===== config.mk =====
export PLATFORM = sky130hd
export DESIGN_NAME = magnetometer_iron_calibration
export DESIGN_NICKNAME = d
export VERILOG_FILES = /design/src/rtl/mic_pkg.sv /design/src/rtl/magnetometer_iron_calibration.sv
export SDC_FILE = /design/constraint.sdc
export NUM_CORES = 2
export LEC_CHECK = 0
export ABC_CLOCK_PERIOD_IN_PS = 12200
export BUFFER_PORTS_ARGS = -buffer_cell sky130_fd_sc_hd__buf_2
export CAP_MARGIN = 20
export CORE_ASPECT_RATIO = 2
export CORE_MARGIN = 3
export CORE_UTILIZATION = 50
export DETAILED_ROUTE_END_ITERATION = 16
export MAX_ROUTING_LAYER = met4
export PLACE_DENSITY = 0.66
export SKIP_LAST_GASP = 1
export SYNTH_ARGS = -nofsm -noshare
export SYNTH_HDL_FRONTEND = slang
export SYNTH_SLANG_ARGS = --single-unit

===== constraint.sdc =====
create_clock -name clk -period 12.2 [get_ports clk]
set_input_delay 1.22 -clock clk [delete_from_list [all_inputs] [get_ports clk]]
set_output_delay 1.22 -clock clk [all_outputs]
set_load 0.05 [all_outputs]

===== src/rtl/mic_pkg.sv =====
`default_nettype none
package mic_pkg;

  localparam int AXES = 3;
  localparam int AXW = 2;
  localparam int CFG_IDX_W = 2;

  localparam logic [15:0] CAL_COUNT_RST = 16'd1500;
  localparam logic [15:0] GAIN_RST = 16'd6144;
  localparam logic [15:0] SCALE_ONE = 16'd16384;
  localparam logic [15:0] SCALE_MAX = 16'hFFFF;
  localparam logic signed [15:0] S16_MAX = 16'sh7FFF;
  localparam logic signed [15:0] S16_MIN = -16'sh8000;
  localparam logic signed [23:0] OUT_MAX = 24'sd524287;
  localparam logic signed [23:0] OUT_MIN = -24'sd524288;

  localparam logic [CFG_IDX_W-1:0] CFG_CAL_COUNT = 2'd0;
  localparam logic [CFG_IDX_W-1:0] CFG_GAIN = 2'd1;

  localparam logic FUNC_START = 1'b1;

  localparam logic [1:0] ST_CORRECTED = 2'd0;
  localparam logic [1:0] ST_ABSORBED = 2'd1;
  localparam logic [1:0] ST_CAL_DONE = 2'd2;
  localparam logic [1:0] ST_CAL_START = 2'd3;

  typedef struct packed {
    logic              func;
    logic signed [15:0] mag_x;
    logic signed [15:0] mag_y;
    logic signed [15:0] mag_z;
  } mic_in_t;

  typedef struct packed {
    logic [1:0]         status;
    logic signed [19:0] out_x;
    logic signed [19:0] out_y;
    logic signed [19:0] out_z;
    logic [2:0]         flat_axes;
  } mic_out_t;

  typedef enum logic [3:0] {
    S_IDLE,
    S_CAL,
    S_CHORD,
    S_DIV_INIT,
    S_DIV_STEP,
    S_COR_A,
    S_COR_B,
    S_COR_R,
    S_OUT
  } mic_state_t;

endpackage
`default_nettype wire


===== src/rtl/magnetometer_iron_calibration.sv =====
// channel  direction  handshake             payload
// in       input      in_valid / in_stall   in_word   (mic_pkg::mic_in_t)
// out      output     out_valid / out_stall out_word  (mic_pkg::mic_out_t)
// cfg      input      cfg_we                cfg_index, cfg_wdata
//
// one word at a time; a corrected sample passes S_COR_A, S_COR_B and S_COR_R for each axis
// (the first two on the shared multiplier), and for the word that closes a run the 16-step
// restoring divider runs at most once per axis for the scale (not for flat or saturated axes).
// reset is synchronous on rst_n low; it restores unity scale, zero bias and register defaults.
// the result waits in an output register, so a new word is taken while out_stall holds it.
`default_nettype none
module magnetometer_iron_calibration (
  input  wire logic                              clk,
  input  wire logic                              rst_n,
  input  wire logic                              in_valid,
  output logic                                   in_stall,
  input  wire mic_pkg::mic_in_t                  in_word,
  output logic                                   out_valid,
  input  wire logic                              out_stall,
  output mic_pkg::mic_out_t                      out_word,
  input  wire logic                              cfg_we,
  input  wire logic [mic_pkg::CFG_IDX_W-1:0]     cfg_index,
  input  wire logic [15:0]                       cfg_wdata
);

  localparam logic signed [49:0] RND_HALF = 50'sd33554432;

  mic_pkg::mic_state_t state_r, state_nxt;
  mic_pkg::mic_in_t    in_r;
  mic_pkg::mic_out_t   out_word_r;
  logic                out_valid_r;

  logic [15:0]         cal_count_r;
  logic [15:0]         gain_r;
  logic signed [15:0]  max_r   [3];
  logic signed [15:0]  min_r   [3];
  logic signed [15:0]  bias_r  [3];
  logic [15:0]         scale_r [3];
  logic [15:0]         chord_r [3];
  logic                calibrating_r;
  logic [15:0]         taken_r;

  logic [mic_pkg::AXW-1:0] ax_r;
  logic [17:0]         sum_r;
  logic [33:0]         rem_r;
  logic [33:0]         dsh_r;
  logic [15:0]         q_r;
  logic [3:0]          cnt_r;
  logic signed [49:0]  prod_r;
  logic [1:0]          status_r;
  logic signed [19:0]  res_r [3];
  logic [2:0]          flat_r;

  logic                accept;
  logic                out_load;
  logic                last_ax;
  logic [15:0]         target;
  logic                run_done;
  logic signed [15:0]  samp;
  logic signed [16:0]  diff;
  logic signed [16:0]  sum_mm;
  logic signed [16:0]  span;
  logic [15:0]         chord_w;
  logic [17:0]         den;
  logic [18:0]         dv;
  logic [33:0]         num;
  logic                sat;
  logic                chord_zero;
  logic                ge;
  logic signed [32:0]  mul_a;
  logic signed [16:0]  mul_b;
  logic signed [49:0]  mul_p;
  logic signed [49:0]  rnd;
  logic signed [23:0]  qq;
  logic signed [19:0]  qsat;

  assign accept = in_valid && !in_stall;
  assign last_ax = (ax_r == mic_pkg::AXW'(mic_pkg::AXES - 1));
  assign target = (cal_count_r == 16'd0) ? 16'd1 : cal_count_r;
  assign run_done = (taken_r >= target);

  always_comb begin
    unique case (ax_r)
      2'd0:    samp = in_r.mag_x;
      2'd1:    samp = in_r.mag_y;
      default: samp = in_r.mag_z;
    endcase
  end

  assign diff = 17'(samp) - 17'(bias_r[ax_r]);
  assign sum_mm = 17'(max_r[ax_r]) + 17'(min_r[ax_r]);
  assign span = 17'(max_r[ax_r]) - 17'(min_r[ax_r]);
  assign chord_w = span[16] ? 16'd0 : span[15:0];

  // scale = round(sum * 16384 / (AXES * chord)) as floor((sum*32768 + den) / (2*den))
  assign den = 18'(chord_r[ax_r]) * 18'(mic_pkg::AXES);
  assign dv = {den, 1'b0};
  assign num = {1'b0, sum_r, 15'd0} + 34'(den);
  assign sat = ({1'b0, num} >= {dv, 16'd0});
  assign chord_zero = (chord_r[ax_r] == 16'd0);
  assign ge = (rem_r >= dsh_r);

  // shared multiplier: scale*gain, then that product times the offset-free sample
  always_comb begin
    unique case (state_r)
      mic_pkg::S_COR_A: begin
        mul_a = $signed({17'd0, scale_r[ax_r]});
        mul_b = $signed({1'b0, gain_r});
      end
      mic_pkg::S_COR_B: begin
        mul_a = $signed({1'b0, prod_r[31:0]});
        mul_b = diff;
      end
      default: begin
        mul_a = '0;
        mul_b = '0;
      end
    endcase
  end

  assign mul_p = mul_a * mul_b;

  assign rnd = prod_r + RND_HALF;
  assign qq = rnd[49:26];

  always_comb begin
    priority if (qq > mic_pkg::OUT_MAX) begin
      qsat = 20'(mic_pkg::OUT_MAX);
    end else if (qq < mic_pkg::OUT_MIN) begin
      qsat = 20'(mic_pkg::OUT_MIN);
    end else begin
      qsat = qq[19:0];
    end
  end

  // next state
  always_comb begin
    state_nxt = state_r;
    unique case (state_r)
      mic_pkg::S_IDLE: begin
        if (accept) begin
          priority if (in_word.func == mic_pkg::FUNC_START) begin
            state_nxt = mic_pkg::S_OUT;
          end else if (calibrating_r) begin
            state_nxt = mic_pkg::S_CAL;
          end else begin
            state_nxt = mic_pkg::S_COR_A;
          end
        end
      end
      mic_pkg::S_CAL: begin
        if (last_ax) begin
          state_nxt = run_done ? mic_pkg::S_CHORD : mic_pkg::S_OUT;
        end
      end
      mic_pkg::S_CHORD: begin
        if (last_ax) begin
          state_nxt = mic_pkg::S_DIV_INIT;
        end
      end
      mic_pkg::S_DIV_INIT: begin
        priority if (!chord_zero && !sat) begin
          state_nxt = mic_pkg::S_DIV_STEP;
        end else if (last_ax) begin
          state_nxt = mic_pkg::S_OUT;
        end else begin
          state_nxt = mic_pkg::S_DIV_INIT;
        end
      end
      mic_pkg::S_DIV_STEP: begin
        if (cnt_r == 4'd0) begin
          state_nxt = last_ax ? mic_pkg::S_OUT : mic_pkg::S_DIV_INIT;
        end
      end
      mic_pkg::S_COR_A: state_nxt = mic_pkg::S_COR_B;
      mic_pkg::S_COR_B: state_nxt = mic_pkg::S_COR_R;
      mic_pkg::S_COR_R: state_nxt = last_ax ? mic_pkg::S_OUT : mic_pkg::S_COR_A;
      mic_pkg::S_OUT: begin
        if (out_load) begin
          state_nxt = mic_pkg::S_IDLE;
        end
      end
      default: state_nxt = mic_pkg::S_IDLE;
    endcase
  end

  // outputs of the sequencer
  always_comb begin
    in_stall = (state_r != mic_pkg::S_IDLE);
    out_load = (state_r == mic_pkg::S_OUT) && (!out_valid_r || !out_stall);
  end

  always_ff @(posedge clk) begin
    if (!rst_n) begin
      state_r <= mic_pkg::S_IDLE;
      out_valid_r <= 1'b0;
    end else begin
      state_r <= state_nxt;
      if (out_load) begin
        out_valid_r <= 1'b1;
      end else if (!out_stall) begin
        out_valid_r <= 1'b0;
      end
    end
  end

  always_ff @(posedge clk) begin
    if (out_load) begin
      out_word_r.status <= status_r;
      out_word_r.out_x <= res_r[0];
      out_word_r.out_y <= res_r[1];
      out_word_r.out_z <= res_r[2];
      out_word_r.flat_axes <= flat_r;
    end
  end

  // configuration registers
  always_ff @(posedge clk) begin
    if (!rst_n) begin
      cal_count_r <= mic_pkg::CAL_COUNT_RST;
      gain_r <= mic_pkg::GAIN_RST;
    end else if (cfg_we) begin
      unique case (cfg_index)
        mic_pkg::CFG_CAL_COUNT: cal_count_r <= cfg_wdata;
        mic_pkg::CFG_GAIN:      gain_r <= cfg_wdata;
        default: ;
      endcase
    end
  end

  // calibration state
  always_ff @(posedge clk) begin
    if (!rst_n) begin
      for (int i = 0; i < 3; i++) begin
        max_r[i] <= mic_pkg::S16_MIN;
        min_r[i] <= mic_pkg::S16_MAX;
        bias_r[i] <= '0;
        scale_r[i] <= mic_pkg::SCALE_ONE;
      end
      calibrating_r <= 1'b0;
      taken_r <= '0;
    end else begin
      unique case (state_r)
        mic_pkg::S_IDLE: begin
          if (accept) begin
            if (in_word.func == mic_pkg::FUNC_START) begin
              for (int i = 0; i < 3; i++) begin
                max_r[i] <= mic_pkg::S16_MIN;
                min_r[i] <= mic_pkg::S16_MAX;
              end
              taken_r <= '0;
              calibrating_r <= 1'b1;
            end else if (calibrating_r) begin
              taken_r <= taken_r + 16'd1;
            end
          end
        end
        mic_pkg::S_CAL: begin
          if (samp > max_r[ax_r]) begin
            max_r[ax_r] <= samp;
          end
          if (samp < min_r[ax_r]) begin
            min_r[ax_r] <= samp;
          end
          if (last_ax && run_done) begin
            calibrating_r <= 1'b0;
          end
        end
        mic_pkg::S_CHORD: begin
          bias_r[ax_r] <= sum_mm[16:1];
        end
        mic_pkg::S_DIV_INIT: begin
          priority if (chord_zero) begin
            scale_r[ax_r] <= mic_pkg::SCALE_ONE;
          end else if (sat) begin
            scale_r[ax_r] <= mic_pkg::SCALE_MAX;
          end else begin
            scale_r[ax_r] <= scale_r[ax_r];
          end
        end
        mic_pkg::S_DIV_STEP: begin
          if (cnt_r == 4'd0) begin
            scale_r[ax_r] <= {q_r[14:0], ge};
          end
        end
        default: ;
      endcase
    end
  end

  // working registers
  always_ff @(posedge clk) begin
    unique case (state_r)
      mic_pkg::S_IDLE: begin
        if (accept) begin
          in_r <= in_word;
          ax_r <= '0;
          flat_r <= '0;
          for (int i = 0; i < 3; i++) begin
            res_r[i] <= '0;
          end
          priority if (in_word.func == mic_pkg::FUNC_START) begin
            status_r <= mic_pkg::ST_CAL_START;
          end else if (calibrating_r) begin
            status_r <= mic_pkg::ST_ABSORBED;
          end else begin
            status_r <= mic_pkg::ST_CORRECTED;
          end
        end
      end
      mic_pkg::S_CAL: begin
        if (last_ax) begin
          ax_r <= '0;
          sum_r <= '0;
          status_r <= run_done ? mic_pkg::ST_CAL_DONE : mic_pkg::ST_ABSORBED;
        end else begin
          ax_r <= ax_r + 2'd1;
        end
      end
      mic_pkg::S_CHORD: begin
        chord_r[ax_r] <= chord_w;
        sum_r <= sum_r + 18'(chord_w);
        ax_r <= last_ax ? '0 : ax_r + 2'd1;
      end
      mic_pkg::S_DIV_INIT: begin
        if (chord_zero) begin
          flat_r[ax_r] <= 1'b1;
        end
        if (!chord_zero && !sat) begin
          rem_r <= num;
          dsh_r <= {dv, 15'd0};
          cnt_r <= 4'd15;
          q_r <= '0;
        end else if (!last_ax) begin
          ax_r <= ax_r + 2'd1;
        end
      end
      mic_pkg::S_DIV_STEP: begin
        if (ge) begin
          rem_r <= rem_r - dsh_r;
        end
        q_r <= {q_r[14:0], ge};
        dsh_r <= {1'b0, dsh_r[33:1]};
        cnt_r <= cnt_r - 4'd1;
        if (cnt_r == 4'd0 && !last_ax) begin
          ax_r <= ax_r + 2'd1;
        end
      end
      mic_pkg::S_COR_A: prod_r <= mul_p;
      mic_pkg::S_COR_B: prod_r <= mul_p;
      mic_pkg::S_COR_R: begin
        res_r[ax_r] <= qsat;
        if (!last_ax) begin
          ax_r <= ax_r + 2'd1;
        end
      end
      default: ;
    endcase
  end

  assign out_valid = out_valid_r;
  assign out_word = out_word_r;

endmodule
`default_nettype wire


# == Word-level counts from Yosys, hierarchy flattened ==
# Memories as Yosys holds them, arrays and structs flattened. A register that Yosys moved wholly into a read port is not among the register bits.
# Cells that the tools add are included.
# classes
add_sub_neg,10
eq_ne,24
shifts,0
muxes,125
order_cmp,9
reduce_logical,45
n_mul,2
bitwise_logic,10
n_div,0
# op_table
cell,n
2-to-1 mux 16 bit,17
one-hot mux 34 bit (2 select lines),2
2-to-1 mux 34 bit,3
one-hot mux 32 bit (2 select lines),1
OR reduction 16 bit,4
2-to-1 mux 20 bit,3
2-to-1 mux 1 bit,53
adder 50 x 27 -> 50 bit (second input constant),1
multiplier 33 x 17 -> 50 bit,1
2-to-1 mux 4 bit,11
2-to-1 mux 2 bit,19
one-hot mux 18 bit (2 select lines),1
one-hot mux 4 bit (9 select lines),1
>= comparator 34 x 35 -> 1 bit,1
adder 33 x 18 -> 34 bit,1
>= comparator 34 bit,1
one-hot mux 17 bit (2 select lines),1
subtractor 16 x 16 -> 17 bit,2
subtractor 34 bit,1
zero test 16 bit,2
one-hot mux 16 bit (2 select lines),1
one-hot mux 15 bit (2 select lines),1
> comparator 24 x 20 -> 1 bit (second input constant),1
< comparator 24 x 20 -> 1 bit (second input constant),1
other kinds (44),95
# word_totals
latch_bits,0
output_inout_bits,67
n_memories,6
register_bits,269
mem_bits_ro,0
wordCells,251
ram_bits,300
inputBits,72
# mem_list
name,depth,width,rd,rd_ports_with_merged_regs,write_ports,line,source
res_r,3,20,3,3,3,magnetometer_iron_calibration.sv:51,logic signed [19:0] res_r [3];
bias_r,3,16,1,1,3,magnetometer_iron_calibration.sv:37,logic signed [15:0] bias_r [3];
chord_r,3,16,1,1,1,magnetometer_iron_calibration.sv:39,logic [15:0] chord_r [3];
max_r,3,16,1,1,3,magnetometer_iron_calibration.sv:35,logic signed [15:0] max_r [3];
min_r,3,16,1,1,3,magnetometer_iron_calibration.sv:36,logic signed [15:0] min_r [3];
scale_r,3,16,1,1,3,magnetometer_iron_calibration.sv:38,logic [15:0] scale_r [3];

# == Logic depth before layout (Yosys ltp) ==
# logic_depth
depth_word,13
ltp_mapped,43
ltp_nobuf,40

# == Worst setup path before layout ==
# No wires, ideal clock.
# synth_path
path_kind,register to register
from,reg (tool-made name)
to,reg prod_r[44] (data pin)
required_time_ns,11.993
setup_slack_ns,2.463
setup_time_ns,0.207
path_buffers,6
t_arrival_ns,9.530
path_stages_with_launch,35
synth_period_minus_slack_ns,9.737
cell_sequence,dfxtp_1 buf_6 buf_2 buf_1 buf_1 mux4_2 inv_1 ha_1 nor2b_1 o21ai_0 nand2b_1 a31oi_2 nor3_1 o41a_1 or4_1 and4_1 clkbuf_1 buf_6 o22a_1 fa_1 fa_1 inv_1 fa_1 fa_1 fa_1 fa_1 ha_1 a21o_1 a2111o_1 nor4_1 nor2_1 a211o_1 nand2_1 o21ai_0 a2111oi_0
# synth_rtl
element,line,source
end signal: assignment,magnetometer_iron_calibration.sv:349,mic_pkg::S_COR_A: prod_r <= mul_p;
end signal: assignment,magnetometer_iron_calibration.sv:350,mic_pkg::S_COR_B: prod_r <= mul_p;
end: declaration,magnetometer_iron_calibration.sv:49,logic signed [49:0] prod_r;

# == Final worst setup path ==
# layout_path
from,reg ax_r[1] (netlist name)
to,reg prod_r[49] (data pin)
# layout_between
elab_chain_cells,5
word_cells_on_any_way,6
cone_classes,add/sub (1); mul (1); eq/ne (1); mux (2); reduce/logical (1)
# layout_lines
element,line,source
start: declaration,magnetometer_iron_calibration.sv:43,logic [mic_pkg::AXW-1:0] ax_r;
start signal: assignment,magnetometer_iron_calibration.sv:317,ax_r <= ax_r + 2'd1;
start signal: assignment,magnetometer_iron_calibration.sv:323,ax_r <= last_ax ? '0 : ax_r + 2'd1;
start signal: assignment,magnetometer_iron_calibration.sv:335,ax_r <= ax_r + 2'd1;
equality test 2 x 1 -> 1 bit / zero test 2 bit (equally long branches),magnetometer_iron_calibration.sv:83,unique case (ax_r)
one-hot mux 16 bit (2 select lines) *,magnetometer_iron_calibration.sv:83,
net samp[5],magnetometer_iron_calibration.sv:59,logic signed [15:0] samp;
subtractor 16 x 16 -> 17 bit *,magnetometer_iron_calibration.sv:90,assign diff = 17'(samp) - 17'(bias_r[ax_r]);
one-hot mux 17 bit (2 select lines) *,magnetometer_iron_calibration.sv:105,unique case (state_r)
multiplier 33 x 17 -> 50 bit *,magnetometer_iron_calibration.sv:121,assign mul_p = mul_a * mul_b;
net mul_p[49],magnetometer_iron_calibration.sv:72,logic signed [49:0] mul_p;
# Mark *: on every way through the listed nets, which the timed path passes. The rest lies on a longest branch.
# A chain may end at the register's enable or synchronous reset.

==> reports/results.txt <==
status: complete, no violations
Row Count: 169
Global Route Usage Sum: 0.295
Die Wd: 237 um
timing-limited maximum frequency: 89.6 MHz
FF-to-FF path depth: 36
pwr/cell area: 195 mW/mm2
RSZ-0062 raised after global routing: false
DR WL/cell: 23.8 um
Critical Path Fanout Max: 18
cell type of the slowest stage on the worst timing path: nor3b_4
Initial Util: 0.504
Syn-to-layout area delta: 8.31%
Hold Buf Count CTS: 0
min cycle time layout: 11.16 ns
Die H: 468 um
post-synth top area share: 0.359
post_cts resized: 0
Synth Instances: 5182
antenna violations before repair: 2
CP peak stage delay: 0.76 ns
WL final: 159 mm
Critical Path RT: 12.60 ns
placed wire-length estimate: 125 mm
number of buffers created by CTS: 66
hold path endpoint: out_word[15]
worst vdd ir: 0.193 mV
Worst Hold Launch: res_r[2][12]
Reg area: 0.0203 mm2
clock-pin slew on the worst setup and hold paths: 0.07 ns
DRT antenna net count: 0
Final nets: 6133
clock root cell: clkbuf_16
H-tree depth: 3
vias per cell: 5.79
critical path type: reg2reg
FF+latch count, synth: 695
top cells by area, synth: edfxtp_1, fa_1, ha_1
share of cells above drive strength 1: 0.0867
drt pass-1 iters: 7
RePlAce Congestion: 0.999
via count: 38.7k
launch point of the worst reg-to-reg path: ax_r[1]
WP data arrival: 11.55 ns
Setup violations, final: 0
CP Launch Point: ax_r[1]
hold crit path type: reg2reg
CTS tree: built
Synth area leader: edfxtp_1
commonest cells in the synthesized netlist: inv_1, nand2_1, edfxtp_1
maxcap violations: 0
total power: 11.3 mW
Clock Latency Late Sink: 0.65 ns
Syn Nets: 6062
sequential share of the synthesized area: 0.380
reg2reg end: prod_r[49]
worst slew pin tran: 1.13 ns
Setup TNS Final: 0 ns
Sink Count: 695
global-route wire length before repair: 238 mm
number of synthesized flops with an enable pin: 639
clk_skew: 0.0246 ns
post-synthesis cell area: 0.0535 mm2
reg2reg setup slack: 1.04 ns
area of the multi-input gates: 0.0295 mm2
largest net degree at the start of global routing: 88
Setup Buffers After CTS: 0
mean post-synth cell area: 10.3 um2
DIE AREA: 0.111 mm2
Max transition margin: 0.244
Clock Path Buffers: 3
GRT overflow: 0
hold violation count in the final report: 0
DRC: 0
io pins: 139
WHS Path Cells: 0
most frequent cell after synthesis: inv_1
Slew Limit Fails: 0
First DRT Iteration DRCs: 2573
ys flop type: edfxtp_1
crit start category: register
core area: 0.106 mm2
PortBufs: 138
Async SR Flop Fraction: 0
fillers: 9413
leak pwr: 25.2 nW
Distinct cells, synth: 102
Worst setup EP type: register
vias in the first global route: 40.8k
Final period util: 0.914
Yosys warning count: 0
final core occ: 0.545
## worst max-delay path: cells and delay by family, from the launching register on
family | cells | cell delay, ns
compound gates | 10 | 2.21
simple gates | 10 | 3.14
buf+inv | 6 | 0.53
xor+xnor | 1 | 0.08
flops | 1 | 0.44
fa+ha+maj | 9 | 4.50
## layout make-up
| type | instances | area share |
|---|---|---|
| clock inverters | 41 | 0.00670 |
| well taps | 1368 | 0.0296 |
| inverters | 759 | 0.0492 |
| repair buffers | 217 | 0.0230 |
| flip-flops and latches | 695 | 0.351 |
| multi-input cells | 3514 | 0.510 |
| diodes | 2 | 0.0000865 |
| clock buffers | 77 | 0.0305 |
## cells by family after synthesis
group / Yosys count / share of synthesized area
compound gates: 763 / 0.0957
fa+ha+maj: 813 / 0.254
flops: 695 / 0.380
buf+inv: 973 / 0.0702
xor+xnor: 175 / 0.0288
simple gates: 1672 / 0.140
mux: 91 / 0.0314
## cell usage in the layout, fill, tap and decap left out, drive strengths merged, types with 10 or more instances in the layout
| master | Yosys | final |
|---|---|---|
| inv | 757 | 765 |
| nand2 | 691 | 691 |
| edfxtp | 639 | 639 |
| nor2 | 467 | 467 |
| fa | 456 | 456 |
| ha | 352 | 352 |
| buf | 58 | 217 |
| a21oi | 175 | 175 |
| o21ai | 162 | 162 |
| and2 | 102 | 102 |
| xnor2 | 102 | 102 |
| nor3 | 91 | 91 |
| a21o | 84 | 84 |
| clkbuf | 156 | 77 |
| xor2 | 73 | 73 |
| o21a | 72 | 72 |
| nand3 | 68 | 68 |
| nand2b | 61 | 61 |
| mux4 | 61 | 61 |
| dfxtp | 56 | 56 |
| and3 | 39 | 39 |
| a21boi | 35 | 35 |
| o22ai | 33 | 33 |
| nor4 | 32 | 32 |
| nand4 | 30 | 30 |
| nor2b | 26 | 26 |
| o211ai | 26 | 26 |
| clkinv | 2 | 26 |
| mux2i | 25 | 25 |
| a211oi | 21 | 21 |
| a31oi | 20 | 20 |
| o21bai | 18 | 18 |
| or2 | 16 | 16 |
| or3 | 14 | 14 |
| o31ai | 14 | 14 |
| a22oi | 11 | 11 |
| a2111oi | 10 | 10 |
| nor3b | 10 | 10 |
## registers in the layout (all words and copies together), names as in the netlist, 4 cells and up, named ones only
register     flops
gain_r          16
prod_r          50
chord_r         48
in_r            48
q_r             15
cal_count_r     16
state_r          4
out_word        65
res_r           60
max_r           64
dsh_r           34
scale_r         64
taken_r         16
min_r           64
bias_r          64
sum_r           18
rem_r           34
cnt_r            4
## report_power, final
part	switching (mW)	internal [mW]	total [mW]
registers	0.181	3.23	3.41
logic	3.90	1.86	5.76
clock network	0.963	1.14	2.10
total	5.04	6.23	11.3
## metrics by stage
stage	worst slack, ns	cell area [um2]	hold slack, ns	cells
floorplan	2.46	53500	0.400	5182
global placement	1.35	55700	0.401	6549
detailed placement	1.14	55700	0.405	6551
CTS	1.12	57900	0.410	6669
global route	0.392	57900	0.411	6672
finish	1.04	57900	0.407	6673
## metal layers
layer,GRT usage,share of wire,vias up
met5,-,0,-
met4,0.231,0.096,0
met3,0.0316,0.041,629
met2,0.558,0.56,1313
met1,0.267,0.31,19212
li1,-,-,17501
## worst max-delay path by stage
stage                      end  slack, ns  cells after the start
finish              prod_r[49]       1.04                     36
global route        prod_r[49]       0.39                     39
CTS                 prod_r[44]       1.12                     33
detailed placement  prod_r[44]       1.14                     33
global placement    prod_r[49]       1.35                     36
floorplan           prod_r[44]       2.46                     34
(Power assumes the default switching activity.)
